File: src/rtl/gb3_pkg.sv
// Shared types, register codes and helpers for the 3x3 Gaussian blur block.
package gb3_pkg;

  // Item kinds on the input channel
  typedef enum logic {
    OP_PIXEL = 1'b0,
    OP_FLUSH = 1'b1
  } op_t;

  // Configuration register map
  localparam int CFG_IDX_W    = 4;
  localparam int CFG_DATA_W   = 13;
  localparam int WIDTH_REG_W  = 11;
  localparam int HEIGHT_REG_W = 13;

  typedef enum logic [CFG_IDX_W-1:0] {
    REG_FRAME_WIDTH  = 4'd0,
    REG_FRAME_HEIGHT = 4'd1
  } cfg_reg_t;

  localparam int unsigned RESET_WIDTH  = 640;
  localparam int unsigned RESET_HEIGHT = 480;

  // Queue between the front and back parts
  localparam int QDEPTH = 4;
  localparam int QAW    = $clog2(QDEPTH);
  localparam int QLW    = $clog2(QDEPTH + 1);

  // One new window column plus the decisions the front made for it
  typedef struct packed {
    logic [7:0] up;     // two rows above
    logic [7:0] lo;     // one row above
    logic [7:0] cur;    // incoming pixel, zero for a flush
    logic       emit;   // this column completes an output pixel
    logic       top;    // output row has a row above
    logic       bot;    // output row has a row below
    logic       left;   // output column has a column to the left
    logic       right;  // output column has a column to the right
    logic       last;   // output is the last pixel of the frame
  } tap_col_t;

  // Clamp a frame size to 1..lim and return it minus one
  function automatic int unsigned size_m1(int unsigned v, int unsigned lim);
    if (v == 0) begin
      return 0;
    end
    if (v > lim) begin
      return lim - 1;
    end
    return v - 1;
  endfunction

endpackage

File: src/rtl/gb3_queue.sv
// Short word queue that decouples the front part from the back part.
module gb3_queue (
  input  logic                clk,
  input  logic                rst_n,
  input  logic                push,
  input  gb3_pkg::tap_col_t   push_data,
  input  logic                pop,
  output logic                empty,
  output logic [gb3_pkg::QLW-1:0] level,
  output gb3_pkg::tap_col_t   head
);
  import gb3_pkg::*;

  tap_col_t          slots_r [QDEPTH];
  logic [QAW-1:0]    wr_ptr_r, wr_ptr_nxt;
  logic [QAW-1:0]    rd_ptr_r, rd_ptr_nxt;
  logic [QLW-1:0]    level_r, level_nxt;

  // Advance pointers and fill level
  always_comb begin
    wr_ptr_nxt = wr_ptr_r;
    rd_ptr_nxt = rd_ptr_r;
    level_nxt  = level_r;
    if (push) begin
      wr_ptr_nxt = (wr_ptr_r == QAW'(QDEPTH - 1)) ? '0 : wr_ptr_r + 1'b1;
    end
    if (pop) begin
      rd_ptr_nxt = (rd_ptr_r == QAW'(QDEPTH - 1)) ? '0 : rd_ptr_r + 1'b1;
    end
    if (push && !pop) begin
      level_nxt = level_r + 1'b1;
    end else if (pop && !push) begin
      level_nxt = level_r - 1'b1;
    end
  end

  always_ff @(posedge clk) begin
    if (!rst_n) begin
      wr_ptr_r <= '0;
      rd_ptr_r <= '0;
      level_r  <= '0;
    end else begin
      wr_ptr_r <= wr_ptr_nxt;
      rd_ptr_r <= rd_ptr_nxt;
      level_r  <= level_nxt;
    end
  end

  // Store the pushed word
  always_ff @(posedge clk) begin
    if (push) begin
      slots_r[wr_ptr_r] <= push_data;
    end
  end

  assign empty = (level_r == '0);
  assign level = level_r;
  assign head  = slots_r[rd_ptr_r];

  a_no_overflow: assert property (@(posedge clk) disable iff (!rst_n)
    push |-> (level_r != QLW'(QDEPTH) || pop))
    else $error("queue pushed while full");

  a_no_underflow: assert property (@(posedge clk) disable iff (!rst_n)
    pop |-> (level_r != '0))
    else $error("queue popped while empty");

endmodule

File: config.mk
export PLATFORM = sky130hd
export DESIGN_NAME = gb3_queue
export DESIGN_NICKNAME = d
export VERILOG_FILES = /design/src/rtl/gb3_pkg.sv /design/src/rtl/gb3_queue.sv
export SDC_FILE = /design/constraint.sdc
export NUM_CORES = 1
export LEC_CHECK = 0
export BUFFER_PORTS_ARGS = -buffer_cell sky130_fd_sc_hd__buf_2
export CORE_ASPECT_RATIO = 1.5
export CORE_MARGIN = 1.5
export CORE_UTILIZATION = 40
export DETAILED_ROUTE_END_ITERATION = 10
export GPL_ROUTABILITY_DRIVEN = 0
export GPL_TIMING_DRIVEN = 0
export SYNTH_ARGS = -nofsm -noshare
export SYNTH_HDL_FRONTEND = slang
export SYNTH_SLANG_ARGS = --single-unit
File: constraint.sdc
create_clock -name clk -period 1.8 [get_ports clk]
set_input_delay 0.09 -clock clk [delete_from_list [all_inputs] [get_ports clk]]
set_output_delay 0.09 -clock clk [all_outputs]
set_load 0.01 [all_outputs]
After elaboration in Yosys (flattened, before gate mapping)
Memories as Yosys holds them, arrays and structs flattened. A register that Yosys moved wholly into a read port is not among the register bits.
Index checks and enable logic that the tools add are counted.
Widths: inputs -> output; s select.
- $add $sub $neg: 4
- multipliers: 0
- div/mod/pow operators: 0
- order comparisons: 0
- equal/unequal tests: 2
- shift operators: 0
- muxes and demuxes: 8
- bitwise logic cells: 0
- reductions and logical operators: 6
- operator list (operator ; number):
    $mux 2 ; 4
    $mux 3 ; 2
    $add 2x1->2 const B ; 2
    $eq 2x2->1 const B ; 2
    $add 3x1->3 const B ; 1
    $logic_not 3->1 ; 1
    $sub 3x1->3 const B ; 1
    $logic_and 1x1->1 ; 2
    $logic_not 1->1 ; 2
    $mux 1 ; 2
    $reduce_bool 2->1 ; 1
- register bits after elaboration: 7
- latch bits: 0
- memory bits (writable): 120
- ROM bits: 0
- input port bits: 34
- output and inout port bits: 34
- logic and storage cells: 24
- memories: 1
- memory list (name ; depth ; bits a word ; read ports ; clocked after memory_dff ; write ports ; line ; RTL):
    slots_r ; 4 ; 30 ; 1 ; 1 ; 1 ; gb3_queue.sv:14 ; tap_col_t slots_r [QDEPTH];

Depth between registers and ports, before layout
Gate-level depths: netlist of the first run.
- word-level depth: 4
- mapped depth: 7
- depth with buffers taken out: 7

Worst setup path before layout of the first run
OpenSTA, ideal clock, no wires.
- kind: register to register
- start point: reg wr_ptr_r[0]
- end point: mem slots_r[3][0] (netlist bit), enable pin
- setup time: 0.390 ns
- arrival: 1.296 ns
- data required time: 1.410 ns
- setup slack: 0.114 ns
- stages on the path, launching flop included: 3
- buffers on the path: 0
- period minus slack after synthesis: 1.686 ns
- cells stage by stage: dfxtp_1 > ha_1 > and2_1
- RTL lines (item ; line ; RTL):
    from (decl) ; gb3_queue.sv:15 ; logic [QAW-1:0] wr_ptr_r, wr_ptr_nxt;
    from (signal assigned) ; gb3_queue.sv:43 ; wr_ptr_r <= wr_ptr_nxt;
    to (decl) ; gb3_queue.sv:14 ;
Straight into the memory's write port.

==> results of run 1 <==
==> layer usage <==
metal  global-route usage [%]  vias to the layer above  share of wire [%]
li1                         -                     1064                  -
met1                     16.0                     1170                 41
met2                     24.1                       53                 53
met3                     4.28                       12                3.9
met4                     7.61                        0                2.3
met5                        0                        -                  0
==> cell type report <==
cell class / instances / area (um^2)
flip-flops and latches: 129 / 3790
inverters: 4 / 15.0
clock inverters: 14 / 189
clock buffers: 18 / 429
repair buffers: 98 / 646
well taps: 150 / 188
plain buffers: 6 / 75.1
multi-input cells: 60 / 937
fillers: 920 / 5330
==> cells in the mapped netlist, drive strengths merged <==
| cell type | n |
|---|---|
| a21boi | 1 |
| and2 | 5 |
| buf | 6 |
| dfxtp | 9 |
| edfxtp | 120 |
| fa | 1 |
| ha | 6 |
| inv | 4 |
| mux2i | 4 |
| mux4 | 30 |
| nor2 | 1 |
| nor2b | 5 |
| nor3 | 2 |
| o21a | 1 |
| o21ai | 1 |
| or3 | 1 |
| xnor2 | 1 |
| xor2 | 1 |
==> sequential cells by signal, summed over array words and instances (netlist names), named ones only <==
register / cells
level: 3
wr_ptr_r: 2
slots_r: 120
rd_ptr_r: 2
==> power by group through the flow <==
stage / Combinational (mW) / Sequential (mW) / Clock [mW]
floorplan: 0.355 / 3.54 / 0
global placement: 0.594 / 3.54 / 0
detailed placement: 0.607 / 3.54 / 0
CTS: 0.666 / 3.48 / 3.58
global route: 0.718 / 3.49 / 3.69
finish: 0.656 / 3.48 / 3.53
==> worst min-delay path by stage <==
| stage | slack, ns | to | startpoint |
|---|---|---|---|
| 6_report | 0.06 | wr_ptr_r[1] | push |
| 5_1_grt | 0.06 | rd_ptr_r[1] | pop |
| 4_1_cts | 0.05 | wr_ptr_r[1] | push |
| 3_5_place_dp | 0.31 | slots_r[0][15] | push_data[15] |
| 3_3_place_gp | 0.30 | slots_r[0][17] | push_data[17] |
| 2_1_floorplan | 0.19 | slots_r[0][0] | push_data[0] |
==> critical path, cell delays in order (launching register included) <==
cell	delay (ns)
dfxtp_4	0.39
buf_12	0.16
mux4_2	0.52
buf_2	0.16
==> cells by family after synthesis <==
kind of cell	after synthesis
fa+ha+maj	7
flops	129
mux	34
simple gates	14
buf+inv	10
compound gates	3
xor+xnor	2
==> stage by stage <==
| step | instance area [um^2] | setup TNS (ns) | hold WS [ns] |
|---|---|---|---|
| floorplan | 4780 | 0 | 0.189 |
| global placement | 5300 | -59.54 | 0.301 |
| detailed placement | 5310 | 0 | 0.307 |
| CTS | 6250 | 0 | 0.0496 |
| global route | 6270 | 0 | 0.0647 |
| finish | 6270 | 0 | 0.0585 |
==> timing repair <==
| item | 4_1_cts | 5_1_grt |
|---|---|---|
| endpoints found under the setup margin | 30 | 43 |
| gates resized for setup | 4 | 5 |
| hold buffers | 31 | 0 |
| endpoints found under the hold margin | 127 | 0 |
| buffers inserted | 0 | 0 |
==> reports/qor.csv, run 1 <==
metric,value,unit
Crit path arrival time,1.64,ns
CTS root buf,clkbuf_16,
row count,48,
result of the run,"complete, no violations",
Final WS setup,0.0718,ns
peak supply drop,0.000779,V
Die W,92.2,um
clk slew on worst S/H paths,0.05,ns
path depth of the worst reg2reg path,3,
reg2reg start,wr_ptr_r[0],
starting density of the core,41.2,%
largest family of logic cells by synthesized area,multiplexers,
WS Path Type,reg2out,
Leak,2.21,nW
Place WS,0.0596,ns
I/O pins,68,
Compound-Gate Fraction of Synth Area,0.419,%
initial antenna violation count,0,
via count,2299,
sequential share of the synthesized area,79.2,%
final period utilization,96.0,%
share of cells above drive strength 1,41.9,%
crit path capture,head[22],
synthesized flop and latch total,129,
multiplexer share of the synthesized area,15.0,%
Synth Area in Adders,1.99,%
Post-Synthesis Mean Instance Area,24.0,um^2
Worst Skew,0.00531,ns
Worst Path Max Fanout,10,
maximum clock rate,579,MHz
Simple-Gate Fraction of Synth Area,1.73,%
Synth area leaders,"edfxtp_1, mux4_2, dfxtp_1",
Hold Path Class,in2reg,
sequential fraction of design power,45.4,%
# port buffers,67,
internal power,6.08,mW
max_cap viols,0,
total gr overflow,0,
WP data required,1.71,ns
clock share of power,46.0,%
xor/xnor share of the synthesized area,0.367,%
deepest clock path buffer count,2,
remaining antenna violation count,0,
Comb power frac,8.6,%
max-slew violation count,0,
chip height,137,um
largest net degree at the start of global routing,31,
number of vias per cell,4.80,
fin nets,357,
"commonest non-fill, non-tap cells in the layout","edfxtp_1, buf_2, dlygate4sd3_1, mux4_2, clkbuf_16",
placed insts,416,
Sw Pwr,1.59,mW
final core utilization,54.1,%
Synth-to-Final Area Change,31.1,%
"commonest non-fill, non-tap cell in the layout",edfxtp_1,
syn_nets,240,
global-route wire length before repair,12.7,mm
Total Power,7.67,mW
RSZ-0062 raised after global routing,no,
type of origin of the critical path,flip-flop,
Avg WL per Cell,17.2,um
crit path time final,1.73,ns
switching share of total power,20.7,%
Critical R2R Capture,slots_r[2][25],
number of global-route vias before repair,2508,
synthesized area,4780,um^2
top cell type's share of synthesized area,75.4,%
Synth area leader,edfxtp_1,
CTS tree,built,
core area,11600,um^2
Yosys warnings,0,
Detail Placement HPWL,4.76,mm
Clock Sinks,129,
diodes inserted,0,
total CTS buffers,17,
residual DRC count,0,
worst skew pair latency,0.41,ns
Final Hold Viols,0,
Pre-Repair DR Iteration Count,4,
R2R Setup Slk,0.11,ns
Starting DRT DRC Count,69,
all-layer global routing usage,14.2,%
"non-filler cells, final",479,
worst-margin pin slew,0.883,ns
WL final,8.24,mm
CP endpoint kind,output port,
H-tree Lvls,4,
pwr dens,1220,nW/um^2
Final Setup Violations,0,
Yosys cell types,19,
Worst Hold Depth,3,
Die Footprint,12600,um^2
Mapped Cells,199,
relative slew slack,41.1,%
Power figures use the tool's default switching activity.
==> run 2: changes to the inputs <==
--- a/config.mk
+++ b/config.mk
@@ -9,6 +9,7 @@
 export CORE_ASPECT_RATIO = 1.5
 export CORE_MARGIN = 1.5
 export CORE_UTILIZATION = 40
+export CTS_BUF_LIST = sky130_fd_sc_hd__clkbuf_4 sky130_fd_sc_hd__clkbuf_8
 export DETAILED_ROUTE_END_ITERATION = 10
 export GPL_ROUTABILITY_DRIVEN = 0
 export GPL_TIMING_DRIVEN = 0
==> reports/qor.csv, run 2 (synthesized netlist as in run 1, its figures left out) <==
metric,value,unit,change
WL final,8.05,mm,-2.2%
number of vias per cell,4.77,,-0.61%
# port buffers,67,,unchanged
"non-filler cells, final",479,,unchanged
post-route cell area,6180,um^2,-1.3%
Worst Path Max Fanout,10,,unchanged
Clock Sinks,129,,unchanged
remaining antenna violation count,0,,unchanged
residual DRC count,0,,unchanged
crit path time final,1.74,ns,+0.00995 ns
starting density of the core,41.2,%,unchanged
Post-CTS Setup Bufs,0,,unchanged
CTS tree,built,,
number of global-route vias before repair,2442,,-2.6%
hold path start,push,,
total gr overflow,0,,unchanged
"commonest non-fill, non-tap cell in the layout",edfxtp_1,,
Top delay family on crit path,multiplexers,,
WP data required,1.71,ns,about the same
global-route wire length before repair,12.4,mm,-2.4%
placed cell area,5310,um^2,unchanged
Final WS setup,0.0619,ns,-0.00995 ns
worst skew pair latency,0.42,ns,about the same
max_cap viols,0,,unchanged
relative slew slack,42.0,%,+0.90 points
CP Cell Sequence,buf_12 -> mux4_2 -> buf_6,,
setup tns final,0,ns,unchanged
Crit path arrival time,1.65,ns,about the same
row count,48,,unchanged
via count,2285,,-0.61%
placed insts,416,,unchanged
Total Power,6.80,mW,-11%
worst-margin pin slew,0.869,ns,-0.0134 ns
max FFs per register,120,,unchanged
"commonest non-fill, non-tap cells in the layout","edfxtp_1, buf_2, dlygate4sd3_1, mux4_2",,
diodes inserted,0,,unchanged
Pre-Repair DR Iteration Count,5,,+1
reg2reg start,wr_ptr_r[0],,
largest net degree at the start of global routing,31,,unchanged
all-layer global routing usage,14.0,%,-0.15 points
Worst Skew,0.00880,ns,+0.00349 ns
Final Hold Viols,0,,unchanged
Detail Placement HPWL,4.76,mm,unchanged
core area,11600,um^2,unchanged
Die W,92.2,um,unchanged
chip height,137,um,unchanged
buffer and inverter count on the worst path,2,,unchanged
total CTS buffers,17,,unchanged
WS Path Type,reg2out,,
Synth-to-Final Area Change,29.4,%,
deepest clock path buffer count,2,,unchanged
Die Footprint,12600,um^2,unchanged
"slowest stage cell, crit path",mux4_2,,
max-slew violation count,0,,unchanged
result of the run,"complete, no violations",,
fin nets,357,,unchanged
final core utilization,53.4,%,-0.70 points
fillers,938,,+2.0%
maximum clock rate,575,MHz,-0.57%
peak supply drop,0.000759,V,-2.5%
WHS,0.0461,ns,-0.0124 ns
pwr dens,1100,nW/um^2,-10%
Leak,2.17,nW,-2.2%
Starting DRT DRC Count,71,,+2.9%
Final Setup Violations,0,,unchanged
Top reg by flops,slots_r,,
I/O pins,68,,unchanged
Avg WL per Cell,16.8,um,-2.2%
type of origin of the critical path,flip-flop,,
Place WS,0.0596,ns,unchanged
RSZ-0062 raised after global routing,yes,,
Worst path max stage delay,0.53,ns,about the same
initial antenna violation count,0,,unchanged
H-tree Lvls,4,,unchanged
Hold Path Class,in2reg,,
clk slew on worst S/H paths,0.07,ns,+0.02 ns
final period utilization,96.6,%,+0.55 points
CP endpoint kind,output port,,
share of cells above drive strength 1,42.2,%,+0.30 points
CTS root buf,clkbuf_8,,
==> run 2: path summary, 6_finish.rpt <==
kind,to,slack [ns],cells after the start
hold / removal,wr_ptr_r[1],0.05,3
hold reg to reg,level[2],0.51,2
setup / recovery,head[24],0.06,3
setup reg to reg,slots_r[2][25],0.12,3
==> run 2: layout make-up <==
cell class | instances | area [um^2] | area share, %
clock inverters | 14 | 189 | 3.05
flip-flops and latches | 129 | 3790 | 61.2
clock buffers | 18 | 241 | 3.90
inverters | 4 | 15.0 | 0.243
well taps | 150 | 188 | 3.03
multi-input cells | 60 | 937 | 15.2
plain buffers | 6 | 75.1 | 1.21
repair buffers | 98 | 752 | 12.2
==> run 2: repair_timing <==
item / CTS / global route
hold endpoints to repair: 129 / 0
endpoints found under the setup margin: 30 / 49
gates resized for setup: 9 / 17
hold buffers: 31 / 0
==> run 2: routing by layer <==
layer / vias to the layer above / GRT usage [%] / routed length, um
met4: 0 / 5.64 / 54
met3: 2 / 6.00 / 318
met2: 50 / 23.5 / 4380
li1: 1061 / - / -
met5: - / 0 / 0
met1: 1172 / 15.8 / 3300
==> run 2: power by group <==
group,leakage (nW),switching [mW],internal (mW),total [mW]
registers,1.18,0.0469,3.43,3.47
logic,0.774,0.332,0.390,0.722
clock network,0.214,1.08,1.52,2.60
==> run 2: worst reg2reg max path: stages (launching register included) <==
cell and delay, ns:
dfxtp_1 0.35, inv_1 0.10, ha_1 0.13, and2_2 0.70
