**config.mk**
```make
export PLATFORM = sky130hd
export DESIGN_NAME = gb3_back
export DESIGN_NICKNAME = d
export VERILOG_FILES = /design/src/rtl/gb3_pkg.sv /design/src/rtl/gb3_back.sv
export SDC_FILE = /design/constraint.sdc
export NUM_CORES = 1
export LEC_CHECK = 0
export ABC_AREA = 1
export BUFFER_PORTS_ARGS = -buffer_cell sky130_fd_sc_hd__buf_2
export CORE_MARGIN = 2
export CORE_UTILIZATION = 47
export DETAILED_ROUTE_END_ITERATION = 7
export PLACE_DENSITY = 0.65
export RECOVER_POWER = 100
export SKIP_CTS_REPAIR_TIMING = 1
export SLEW_MARGIN = 10
export SYNTH_ARGS = -nofsm -noshare
export SYNTH_HDL_FRONTEND = slang
export SYNTH_SLANG_ARGS = --single-unit
```
**constraint.sdc**
```tcl
create_clock -name clk -period 11.6 [get_ports clk]
set_clock_uncertainty 0.15 [all_clocks]
set_input_delay 2.32 -clock clk [delete_from_list [all_inputs] [get_ports clk]]
set_output_delay 2.32 -clock clk [all_outputs]
set_load 0.01 [all_outputs]
```
**src/rtl/gb3_pkg.sv**
```systemverilog
// Shared types, register codes and helpers for the 3x3 Gaussian blur block.
package gb3_pkg;

  // Item kinds on the input channel
  typedef enum logic {
    OP_PIXEL = 1'b0,
    OP_FLUSH = 1'b1
  } op_t;

  // Configuration register map
  localparam int CFG_IDX_W    = 4;
  localparam int CFG_DATA_W   = 13;
  localparam int WIDTH_REG_W  = 11;
  localparam int HEIGHT_REG_W = 13;

  typedef enum logic [CFG_IDX_W-1:0] {
    REG_FRAME_WIDTH  = 4'd0,
    REG_FRAME_HEIGHT = 4'd1
  } cfg_reg_t;

  localparam int unsigned RESET_WIDTH  = 640;
  localparam int unsigned RESET_HEIGHT = 480;

  // Queue between the front and back parts
  localparam int QDEPTH = 4;
  localparam int QAW    = $clog2(QDEPTH);
  localparam int QLW    = $clog2(QDEPTH + 1);

  // One new window column plus the decisions the front made for it
  typedef struct packed {
    logic [7:0] up;     // two rows above
    logic [7:0] lo;     // one row above
    logic [7:0] cur;    // incoming pixel, zero for a flush
    logic       emit;   // this column completes an output pixel
    logic       top;    // output row has a row above
    logic       bot;    // output row has a row below
    logic       left;   // output column has a column to the left
    logic       right;  // output column has a column to the right
    logic       last;   // output is the last pixel of the frame
  } tap_col_t;

  // Clamp a frame size to 1..lim and return it minus one
  function automatic int unsigned size_m1(int unsigned v, int unsigned lim);
    if (v == 0) begin
      return 0;
    end
    if (v > lim) begin
      return lim - 1;
    end
    return v - 1;
  endfunction

endpackage

```
**src/rtl/gb3_back.sv**
```systemverilog
// Back part: 3x3 window, weighted sum and the output register.
module gb3_back (
  input  logic              clk,
  input  logic              rst_n,
  input  logic              q_empty,
  input  gb3_pkg::tap_col_t q_data,
  output logic              q_pop,
  input  logic              win_clear,
  output logic              out_empty,
  input  logic              out_pop,
  output logic [7:0]        out_pixel_out,
  output logic              out_frame_last
);
  import gb3_pkg::*;

  // Two stored columns; the third is the incoming queue word. Index 0 is top.
  logic [2:0][7:0] col_a_r;   // older
  logic [2:0][7:0] col_b_r;   // center
  logic            out_valid_r, out_valid_nxt;
  logic [7:0]      pix_r;
  logic            last_r;
  logic            adv;
  logic [11:0]     sum;

  // Take the next column when its result has somewhere to go
  assign adv   = !q_empty && (!q_data.emit || !out_valid_r || out_pop);
  assign q_pop = adv;

  // Weighted sum over the window after the shift
  always_comb begin
    sum = 12'({col_b_r[1], 2'b00});
    if (q_data.top) begin
      sum = sum + 12'({col_b_r[0], 1'b0});
    end
    if (q_data.bot) begin
      sum = sum + 12'({col_b_r[2], 1'b0});
    end
    if (q_data.left) begin
      sum = sum + 12'({col_a_r[1], 1'b0});
      if (q_data.top) begin
        sum = sum + 12'(col_a_r[0]);
      end
      if (q_data.bot) begin
        sum = sum + 12'(col_a_r[2]);
      end
    end
    if (q_data.right) begin
      sum = sum + 12'({q_data.lo, 1'b0});
      if (q_data.top) begin
        sum = sum + 12'(q_data.up);
      end
      if (q_data.bot) begin
        sum = sum + 12'(q_data.cur);
      end
    end
  end

  // Output register occupancy
  always_comb begin
    out_valid_nxt = out_valid_r;
    if (adv && q_data.emit) begin
      out_valid_nxt = 1'b1;
    end else if (out_pop) begin
      out_valid_nxt = 1'b0;
    end
  end

  // Shift the window, drop it at frame restart
  always_ff @(posedge clk) begin
    if (!rst_n) begin
      col_a_r     <= '0;
      col_b_r     <= '0;
      out_valid_r <= 1'b0;
    end else begin
      out_valid_r <= out_valid_nxt;
      if (win_clear || (adv && q_data.last)) begin
        col_a_r <= '0;
        col_b_r <= '0;
      end else if (adv) begin
        col_a_r <= col_b_r;
        col_b_r <= {q_data.cur, q_data.lo, q_data.up};
      end
    end
  end

  // Load the result word
  always_ff @(posedge clk) begin
    if (adv && q_data.emit) begin
      pix_r  <= sum[11:4];
      last_r <= q_data.last;
    end
  end

  assign out_empty      = !out_valid_r;
  assign out_pixel_out  = pix_r;
  assign out_frame_last = last_r;

  a_no_result_overwrite: assert property (@(posedge clk) disable iff (!rst_n)
    (out_valid_r && !out_pop) |=> $stable(pix_r) && $stable(last_r))
    else $error("waiting result word overwritten");

endmodule

```
After elaboration in Yosys (flattened, before gate mapping)

Cells that the tools add are included.

Register bits: 58
Bits in latches: 0
RAM bits: 0
Bits in read-only memories: 0
Input bits: 35
Output and inout port bits: 11
Memories kept: 0

Add/sub/neg operators: 8
Multipliers: 0
Divide/modulo/power cells: 0
$lt $le $gt $ge: 0
Eq/ne operators: 0
Shift-type cells: 0
Mux-type cells: 12
Bitwise logic cells: 1
Reductions and logical operators: 11

Operators with widths:

| cell                   | number |
|---|---|
| two-way mux 12 bit     | 9 |
| adder 12 x 8 -> 12 bit | 4 |
| adder 12 x 9 -> 12 bit | 3 |
| adder 10 x 9 -> 11 bit | 1 |
| two-way mux 11 bit     | 1 |
| logical AND 1 bit      | 3 |
| zero test 1 bit        | 3 |
| logical OR 1 bit       | 3 |
| two-way mux 1 bit      | 2 |
| nonzero test 2 bit     | 1 |
| OR reduction 2 bit     | 1 |
| inverter 1 bit         | 1 |

Logic depth before layout (Yosys ltp)

Gate-level depths: netlist (run 1).

Depth in word-level cells: 18
Gate-level depth with buffers: 51
Depth with buffers taken out: 50

Worst setup path before layout (run 1)

OpenSTA, ideal clock, no wires.

Path kind: input port to flip-flop
Start: input port q_data[4] in the netlist's numbering
End: register pix_r[7] (netlist: out_pixel_out[7]) (data pin)
Setup time: 0.253 ns
Arrival: 8.896 ns
Data required time: 11.197 ns
Slack: 2.301 ns
Cell stages on the path: 44
Cells stage by stage: clkbuf_1 -> clkbuf_1 -> nand2_1 -> inv_1 -> ha_1 -> fa_1 -> inv_1 -> o21ai_0 -> inv_1 -> fa_1 -> xnor2_1 -> ha_1 -> a21oi_1 -> nand2_1 -> xnor2_1 -> o21ai_0 -> ha_1 -> a21o_1 -> (+8 left out) -> a21oi_1 -> nand2_1 -> o21ai_0 -> o21ai_0 -> ha_1 -> nand2_1 -> inv_1 -> nand3_1 -> nand3_1 -> nand2_1 -> nor2_1 -> nand3_2 -> inv_2 -> nand2_2 -> inv_1 -> nand2_1 -> nand3_1 -> nand2_1

Word-level cells in the longest chain between the ends: 17

RTL lines:

| what                   | line           | RTL |
|---|---|---|
| start: declaration     | gb3_back.sv:6  | `input gb3_pkg::tap_col_t q_data,` |
| two-way mux 11 bit     | gb3_back.sv:32 | `if (q_data.top) begin` |
| adder 12 x 9 -> 12 bit | gb3_back.sv:36 | `sum = sum + 12'({col_b_r[2], 1'b0});` |
| two-way mux 12 bit     | gb3_back.sv:35 | `if (q_data.bot) begin` |
| adder 12 x 9 -> 12 bit | gb3_back.sv:39 | `sum = sum + 12'({col_a_r[1], 1'b0});` |
| adder 12 x 8 -> 12 bit | gb3_back.sv:41 | `sum = sum + 12'(col_a_r[0]);` |
| two-way mux 12 bit     | gb3_back.sv:40 | `if (q_data.top) begin` |
| two-way mux 12 bit     | gb3_back.sv:38 | `if (q_data.left) begin` |
| adder 12 x 8 -> 12 bit | gb3_back.sv:44 | `sum = sum + 12'(col_a_r[2]);` |
| (+2 left out)          | -              |  |
| adder 12 x 9 -> 12 bit | gb3_back.sv:48 | `sum = sum + 12'({q_data.lo, 1'b0});` |
| adder 12 x 8 -> 12 bit | gb3_back.sv:50 | `sum = sum + 12'(q_data.up);` |
| two-way mux 12 bit     | gb3_back.sv:49 | `if (q_data.top) begin` |
| two-way mux 12 bit     | gb3_back.sv:47 | `if (q_data.right) begin` |
| adder 12 x 8 -> 12 bit | gb3_back.sv:53 | `sum = sum + 12'(q_data.cur);` |
| two-way mux 12 bit     | gb3_back.sv:52 | `if (q_data.bot) begin` |
| two-way mux 12 bit (*) | gb3_back.sv:47 |  |
| net sum[11]            | gb3_back.sv:23 | `logic [11:0] sum;` |
| end signal: assignment | gb3_back.sv:89 | `pix_r <= sum[11:4];` |
| end: declaration       | gb3_back.sv:20 | `logic [7:0] pix_r;` |

The timed path passes the listed nets; every way through them passes the cells marked *. The select of a mux whose other input is x is not followed.
A chain may end at the register's enable or synchronous reset.

Worst setup path in the final report (run 1)

Ends and elaborated chain as after synthesis.

==> results.py, run 1 <==
metrics = {
    "timing": {
        "worst_slack_ps": 1430,
        "max-slew-margin-rel_pct": -61.2,
        "fin_setup_tns_ps": 0,
        "tightestPinTransition_ps": 2420,
        "fmax_mhz": 98.3,
        "hold_violations": 0,
        "timing.final.crit_share_pct": 87.7,
        "setup_violations": 0,
        "period_minus_slack_ps": 10170,
        "final_max_slew_viol_count": 53,
        "rsz0062_at_grt": "no",
    },
    "hold_path": {
        "min_from": "col_a_r[15]$_SDFFE_PP0P_",
        "min_delay_worst_endpoint": "col_a_r[15]$_SDFFE_PP0P_",
        "hold_depth": 2,
        "min_path_type": "reg2reg",
    },
    "yosys": {
        "synth_nets": 957,
        "yosys_warnings": 0,
        "synth_cell_types": 37,
        "avgSynthCellArea_um2": 6.43,
        "synth_area_um2": 5490,
        "yosysSeqAreaShare_pct": 22.8,
        "syn_inst": 854,
        "synth_seq_cells": 58,
    },
    "grt": {
        "overflow": 0,
        "grt_pass1_wl_mm": 26.0,
        "grt_pass1_vias": 5444,
        "antenna_found_initial": 0,
        "grt_max_degree": 53,
        "grt_util_all_layers_pct": 26.0,
    },
    "die": {
        "coreArea_um2": 11400,
        "die_h_um": 112,
        "die_area_um2": 12600,
        "die_w_um": 112,
        "initial_utilization_pct": 48.1,
        "rows": 39,
        "ioPinCount": 46,
    },
    "clock_tree": {
        "clock_tree.buffer_depth": 2,
        "cts.sinks": 58,
        "cts_tree": "done",
        "htreeDepth": 3,
        "clk_root_buffer_cell": "clkbuf_16",
        "clkTransAtPathRegs_ps": 60,
        "cts_buffers": 9,
        "clkLatencyLatePin_ps": 340,
    },
    "critical_path": {
        "slowest_stage": "fa_1",
        "crit_fanout": 23,
        "reg2regPathDepth": 42,
        "rrSetupSlack_ps": 3220,
        "arrival_ps": 10120,
        "crit_type": "in2reg",
        "cp.required_ps": 11550,
        "worstReg2RegStart": "col_b_r[8]$_SDFFE_PP0P_",
        "r2r_end": "out_pixel_out[7]$_DFFE_PP_",
        "critPathCaptureType": "register",
        "start_kind": "primary input",
        "slowest_delay_ps": 490,
    },
    "job": {
        "drv_cap": 1,
    },
    "cells_and_area": {
        "diodes": 0,
        "multi_input_area_um2": 3770,
        "fillers": 1130,
        "register_area_um2": 1250,
        "nets": 991,
        "syn2layout_area_growth_pct": 11.1,
        "fin_area_um2": 6100,
        "final_util_pct": 53.5,
        "drive_gt1_share_pct": 9.07,
    },
    "run_status": {
        "violations": "capacitance limit, slew limit",
        "status": "finished, violations left",
    },
    "routing": {
        "drt-total-wl_mm": 15.5,
        "drtPass1Iterations": 7,
        "drtIter0Drc": 373,
        "wl_per_cell_um": 15.0,
        "postRouteAntennaNets": 0,
        "drc": 0,
        "vias_per_cell": 5.38,
        "vias": 5575,
    },
    "placed_design": {
        "place_area_um2": 5840,
        "gp_congestion": 0.945,
        "place_ws_ps": 1160,
        "hpwl_mm": 11.9,
        "io_buffer_count": 45,
    },
    "pwr": {
        "p_leak_nw": 3.00,
        "total_power_uw": 676,
        "power-per-cell-area_nw_per_um2": 111,
        "max-vdd-ir-drop_v": 0.0000904,
    },
}
Yosys cell counts (all sizes together):
cell    instances  share of area [%]
a21boi          1               0.14
a21o            3               0.41
a21oi          99                9.0
a31oi           3               0.34
buf             2               0.16
clkbuf         25                1.7
clkinv          2               0.14
dfxtp          49                 18
edfxtp          9                4.9
fa              7                2.6
ha             61                 14
inv            99                6.8
nand2         282                 20
nand3          51                5.5
nand3b          5               0.68
nand4           5               0.68
nor2           47                3.3
nor3            4               0.36
o211ai          1               0.14
o21a            1               0.14
o21ai          57                5.3
o21bai          3               0.41
o221ai          1               0.16
o22ai           1               0.11
o31ai           1               0.14
or2             5               0.57
xnor2          13                2.1
xor2           17                2.7
flip-flops by register name (all words and copies together), names as in the netlist:
signal,count
col_a_r,24
col_b_r,24
out_frame_last,1
out_pixel_out,8
out_valid_r,1
layer usage:
layer / vias to the layer above / share of wire, % / GRT usage (%)
met5: - / 0 / 0
met4: 0 / 3.2 / 11.3
met3: 41 / 4.6 / 4.21
met2: 147 / 47 / 43.8
met1: 2537 / 45 / 32.9
li1: 2850 / - / -
logic make-up (layout without fill, tap and decap cells):
logic type / count (synthesis) / after routing / share of synthesized area [%]
adders and majority gates: 68 / 68 / 16.5
AOI/OAI and AO/OA: 171 / 171 / 16.3
and+or+nand+nor: 399 / 399 / 30.9
xor gates and xnor gates: 30 / 30 / 4.78
DFF: 58 / 58 / 22.8
buffers and inverters: 128 / 167 / 8.77
stage by stage:
step	hold slack, ps	instances
floorplan	291	854
global placement	303	1020
detailed placement	313	1020
CTS	322	1036
global route	347	1036
finish	317	1036
where the power goes:
part	switching (mW)	total (mW)	internal [mW]
Combinational	0.125	0.197	0.0723
Sequential	0.00435	0.216	0.212
Clock	0.0979	0.262	0.165
Total	0.227	0.676	0.448
cells in the final DEF (no fill, tap or decap), types with 15 or more instances in the layout:
master,instances
nand2_1,269
a21oi_1,98
inv_1,97
buf_2,33
dfxtp_1,49
nor2_1,46
nand3_1,42
o21ai_0,54
clkbuf_1,15
ha_1,61
xor2_1,17
critical path, delay by kind of cell:
kind	cells	cell delay, ps
fa+ha+maj	8	2860
compound gates	8	1960
simple gates	14	1360
buf+inv	10	880
xor+xnor	4	720
area by class of cell:
type                    instances  share of cell area [%]
clock buffers                  10                    3.75
repair buffers                 50                    3.94
well taps                     143                    2.93
inverters                     101                    6.21
clock inverters                 6                   0.943
flip-flops and latches         58                    20.5
multi-input cells             668                    61.7
worst max path at each step:
stage                          from                    endpoint  slack (ps)  cells past startpoint
after detailed placement  q_data[4]  out_pixel_out[7]$_DFFE_PP_        1160                     44
after floorplan           q_data[4]  out_pixel_out[7]$_DFFE_PP_        2300                     44
after global routing      q_data[4]  out_pixel_out[7]$_DFFE_PP_         710                     43
after global placement    q_data[4]  out_pixel_out[7]$_DFFE_PP_        1400                     44
after CTS                 q_data[4]  out_pixel_out[7]$_DFFE_PP_        1510                     44
final                     q_data[4]  out_pixel_out[7]$_DFFE_PP_        1430                     44
No activity file was read; power rests on OpenSTA's default activity.
==> inputs of run 2 (changes only) <==
CAP_MARGIN = 20   (was default)
PLACE_DENSITY = 0.68   (was 0.65)
clock period = 9.3 ns   (was 11.6 ns; I/O delays follow)
==> run 2 against run 1 <==
Net effect:
- the flow still finishes with violations (capacitance limit, slew limit)
- power rose by 30%
- setup slack got worse by 820 ps
- count of clock-buffer cells in the layout rose by 2
- critical path type unchanged
- die area did not move
- register-to-register slack got worse by 1800 ps
- first-iteration DRC count fell by 18%
- flip-flop and latch count did not move
- non-clock buffer count rose by 23
- via count fell by 1.7%
- sequential power rose by 25%
- sequential share of layout area fell by 0.83 points
==> results.py, run 2 (synthesized netlist as in run 1, its figures left out) <==
metrics = {
    "timing": {
        "timing.final.crit_share_pct": 93.4,
        "fin_setup_tns_ps": 0,
        "fmax_mhz": 115,
        "tightestPinTransition_ps": 2390,
        "setup_violations": 0,
        "period_minus_slack_ps": 8690,
        "rsz0062_at_grt": "no",
        "hold_violations": 0,
        "final_max_slew_viol_count": 149,
        "max-slew-margin-rel_pct": -59.4,
    },
    "die": {
        "rows": 39,
        "coreArea_um2": 11400,
        "initial_utilization_pct": 48.1,
        "ioPinCount": 46,
        "die_area_um2": 12600,
        "die_w_um": 112,
        "die_h_um": 112,
    },
    "clock_tree": {
        "cts_buffers": 9,
        "clkTransAtPathRegs_ps": 50,
        "cts_tree": "done",
        "clock_tree.buffer_depth": 2,
        "clk_root_buffer_cell": "clkbuf_16",
        "htreeDepth": 3,
        "cts.sinks": 58,
        "clkLatencyLatePin_ps": 340,
    },
    "critical_path": {
        "crit_type": "in2reg",
        "path_buf_inv": 8,
        "arrival_ps": 8630,
        "cp.required_ps": 9240,
        "slowest_stage": "ha_2",
        "crit_fanout": 7,
        "start_kind": "primary input",
        "critPathTopFamily": "adder cells",
        "cp_common_cell": "nand2_1",
        "critPathCaptureType": "register",
        "slowest_delay_ps": 380,
    },
    "run_status": {
        "violations": "capacitance limit, slew limit",
        "status": "finished, violations left",
    },
    "grt": {
        "grt_pass1_wl_mm": 24.5,
        "overflow": 0,
        "grt_util_all_layers_pct": 24.2,
        "grt_max_degree": 53,
        "grt_pass1_vias": 5178,
        "antenna_found_initial": 0,
    },
    "cells_and_area": {
        "final_util_pct": 55.7,
        "drive_gt1_share_pct": 13.1,
        "diodes": 0,
        "syn2layout_area_growth_pct": 15.8,
        "mostFrequentLayoutCells": "nand2_1 (268), inv_1 (95), a21oi_1 (94)",
        "nets": 1014,
        "final_common_cell": "nand2_1",
    },
    "hold_path": {
        "min_path_type": "reg2reg",
    },
    "placed_design": {
        "gp_congestion": 0.884,
        "io_buffer_count": 45,
        "hpwl_mm": 11.2,
    },
    "job": {
        "drv_cap": 3,
    },
    "pwr": {
        "power-per-cell-area_nw_per_um2": 138,
        "max-vdd-ir-drop_v": 0.000110,
        "p_leak_nw": 3.13,
    },
    "routing": {
        "postRouteAntennaNets": 0,
        "wl_per_cell_um": 13.9,
        "vias_per_cell": 5.18,
        "drt-total-wl_mm": 14.7,
        "drtIter0Drc": 305,
        "drtPass1Iterations": 5,
        "vias": 5482,
        "drc": 0,
    },
}
run 2: cell types whose count changed in the layout (fill, tap and decap cells not counted), moves of 4 or more:
cell     before  now
a21oi_1      98   94
a21oi_2       0    4
buf_4         3   25
o21ai_0      54   42
o21ai_1       2   13
run 2: report_power, final:
part           internal (mW)  switching [mW]
Sequential             0.264         0.00467
Combinational          0.107           0.159
Clock                  0.221           0.122
Total                  0.593           0.286
run 2: final cells by class:
class                   count  area (um2)
well taps                 143         179
inverters                 101         379
fillers                  1154        5060
repair buffers             73         409
flip-flops and latches     58        1250
multi-input cells         668        3830
clock buffers              12         256
clock inverters             4        50.0
run 2: stage by stage:
stage	hold slack (ps)	power [mW]	setup slack [ps]	cells	area, um2
2_1_floorplan	291	0.456	461	854	5490
3_3_place_gp	302	0.530	114	1041	6000
3_5_place_dp	305	0.531	42.7	1041	6000
4_1_cts	313	0.878	282	1057	6310
5_1_grt	326	0.933	16.5	1059	6360
6_report	312	0.879	612	1059	6360
run 2: path summary, 6_finish.rpt:
path | start | to | slack, ps | depth (start not counted)
setup / recovery | q_data[4] | out_pixel_out[7]$_DFFE_PP_ | 610 | 47
hold / removal | col_a_r[0]$_SDFFE_PP0P_ | col_a_r[0]$_SDFFE_PP0P_ | 310 | 2
setup reg to reg | col_b_r[8]$_SDFFE_PP0P_ | out_pixel_out[7]$_DFFE_PP_ | 1410 | 47
hold reg to reg | col_a_r[0]$_SDFFE_PP0P_ | col_a_r[0]$_SDFFE_PP0P_ | 310 | 2
run 2: layer usage:
layer | global-route usage, % | routed length [um] | vias up
met2 | 41.1 | 6910 | 117
met5 | 0 | 0 | -
met1 | 31.4 | 6890 | 2445
met4 | 7.80 | 293 | 0
met3 | 4.21 | 637 | 26
li1 | - | - | 2894
run 2: tightest hold or removal path: stages (launching register included):
cell and delay [ps]:
dfxtp_1 300, nand2_1 60, a21oi_1 50
==> inputs of run 3 (changes only) <==
MAX_ROUTING_LAYER = met4   (was default)
==> run 3 against run 2 <==
Net effect:
- the run still ends with capacitance limit, slew limit left
- core utilization is the same
- die area is the same
- clock power is essentially flat
- power is essentially flat
- via count shrank 0.11%
- critical path type unchanged
- largest power group unchanged
- highest routed layer unchanged
==> results.py, run 3 (synthesized netlist as in run 1, its figures left out) <==
metrics = {
    "grt": {
        "overflow": 0,
        "grt_max_degree": 53,
        "antenna_found_initial": 0,
        "grt_util_all_layers_pct": 24.9,
        "grt_pass1_wl_mm": 24.5,
        "grtUsageMet1_pct": 31.3,
        "met3_usage_pct": 4.10,
        "use_met2_pct": 41.1,
        "busiest_layer": "met2",
        "grt_pass1_vias": 5180,
    },
    "cells_and_area": {
        "fillers": 1154,
        "diodes": 0,
        "syn2layout_area_growth_pct": 15.8,
        "final_common_cell": "nand2_1",
        "layout.cells.non_filler": 1059,
        "drive_gt1_share_pct": 13.1,
        "nets": 1014,
        "mostFrequentLayoutCells": "nand2_1 (268), inv_1 (95), a21oi_1 (94)",
        "final_util_pct": 55.7,
    },
    "critical_path": {
        "slowest_stage": "ha_2",
        "crit_type": "in2reg",
        "worstReg2RegStart": "col_b_r[8]$_SDFFE_PP0P_",
        "cp.required_ps": 9240,
        "r2r_end": "out_pixel_out[7]$_DFFE_PP_",
        "slowest_delay_ps": 380,
        "critPathTopFamily": "adder cells",
        "cp_common_cell": "nand2_1",
        "arrival_ps": 8620,
        "rrSetupSlack_ps": 1420,
        "reg2regPathDepth": 47,
        "path_buf_inv": 8,
        "start_kind": "primary input",
        "crit_fanout": 7,
        "critPathCaptureType": "register",
    },
    "timing": {
        "max-slew-margin-rel_pct": -59.6,
        "timing.final.crit_share_pct": 93.3,
        "period_minus_slack_ps": 8680,
        "fmax_mhz": 115,
        "final_max_slew_viol_count": 149,
        "hold_violations": 0,
        "setup_violations": 0,
        "tightestPinTransition_ps": 2390,
        "hold_slack_ps": 312,
        "fin_setup_tns_ps": 0,
        "rsz0062_at_grt": "no",
    },
    "hold_path": {
        "min_path_type": "reg2reg",
        "hold_depth": 2,
        "min_from": "col_a_r[0]$_SDFFE_PP0P_",
        "min_delay_worst_endpoint": "col_a_r[0]$_SDFFE_PP0P_",
    },
    "routing": {
        "vias": 5476,
        "drtIter0Drc": 306,
        "vias_per_cell": 5.17,
        "postRouteAntennaNets": 0,
        "drt-total-wl_mm": 14.7,
        "wl_per_cell_um": 13.9,
        "drc": 0,
        "drtPass1Iterations": 5,
    },
    "die": {
        "rows": 39,
        "coreArea_um2": 11400,
        "initial_utilization_pct": 48.1,
        "ioPinCount": 46,
        "die_w_um": 112,
        "die_h_um": 112,
        "die_area_um2": 12600,
    },
    "clock_tree": {
        "cts.sinks": 58,
        "clkLatencyLatePin_ps": 340,
        "cts_buffers": 9,
        "htreeDepth": 3,
        "clock_tree.buffer_depth": 2,
        "cts_tree": "done",
        "clk_root_buffer_cell": "clkbuf_16",
        "clkTransAtPathRegs_ps": 50,
    },
    "placed_design": {
        "gp_congestion": 0.899,
        "io_buffer_count": 45,
        "hpwl_mm": 11.2,
        "place_inst": 1041,
    },
    "pwr": {
        "max-vdd-ir-drop_v": 0.000109,
        "netSwitchingPower_uw": 286,
        "pwr-share-clk_pct": 39.0,
        "total_power_uw": 879,
        "seqPwrFrac_pct": 30.5,
        "swShare_pct": 32.6,
        "internal_power_uw": 593,
        "pwr-share-comb_pct": 30.4,
        "p_leak_nw": 3.13,
        "power-per-cell-area_nw_per_um2": 138,
    },
    "run_status": {
        "status": "finished, violations left",
        "violations": "capacitance limit, slew limit",
    },
    "job": {
        "drv_cap": 3,
    },
}
## run 3: per-stage QoR
stage                     setup WS, ps  area, um2
after floorplan                    461       5490
after global placement             114       6000
after detailed placement          42.7       6000
after CTS                          282       6310
after global routing              15.0       6360
final                              621       6360
## run 3: worst register-to-register path: cells and delay by family, from the launching register on
kind	cells	cell delay (ps)
DFF	1	410
AOI/OAI and AO/OA	11	1590
and+or+nand+nor	17	1530
buffers and inverters	6	360
xor gates and xnor gates	4	640
adders and majority gates	9	2930
## run 3: worst max-delay path by stage
stage	start	end	slack, ps	depth (start not counted)
global placement	q_data[4]	out_pixel_out[7]$_DFFE_PP_	110	47
floorplan	q_data[4]	out_pixel_out[7]$_DFFE_PP_	460	44
finish	q_data[4]	out_pixel_out[7]$_DFFE_PP_	620	47
CTS	q_data[4]	out_pixel_out[7]$_DFFE_PP_	280	45
global route	q_data[4]	out_pixel_out[7]$_DFFE_PP_	10	49
detailed placement	q_data[4]	out_pixel_out[7]$_DFFE_PP_	40	49
## run 3: routing by layer
layer | vias up | share of wire [%]
met5 | - | 0
met4 | 0 | 1.8
met3 | 18 | 4.2
met2 | 128 | 47
met1 | 2435 | 47
li1 | 2895 | -
## run 3: layout make-up
cell class	count	area, um2	share of cell area [%]
Timing Repair Buffer	73	409	6.43
Sequential cell	58	1250	19.7
Multi-Input combinational cell	668	3830	60.3
Inverter	101	379	5.96
Clock buffer	12	256	4.03
Tap cell	143	179	2.81
Clock inverter	4	50.0	0.787
## run 3: power groups by stage
stage | combinational (mW) | clock (mW) | sequential (mW)
6_report | 0.268 | 0.343 | 0.269
5_1_grt | 0.304 | 0.360 | 0.269
4_1_cts | 0.260 | 0.350 | 0.268
3_5_place_dp | 0.258 | 0 | 0.274
3_3_place_gp | 0.256 | 0 | 0.274
2_1_floorplan | 0.182 | 0 | 0.274
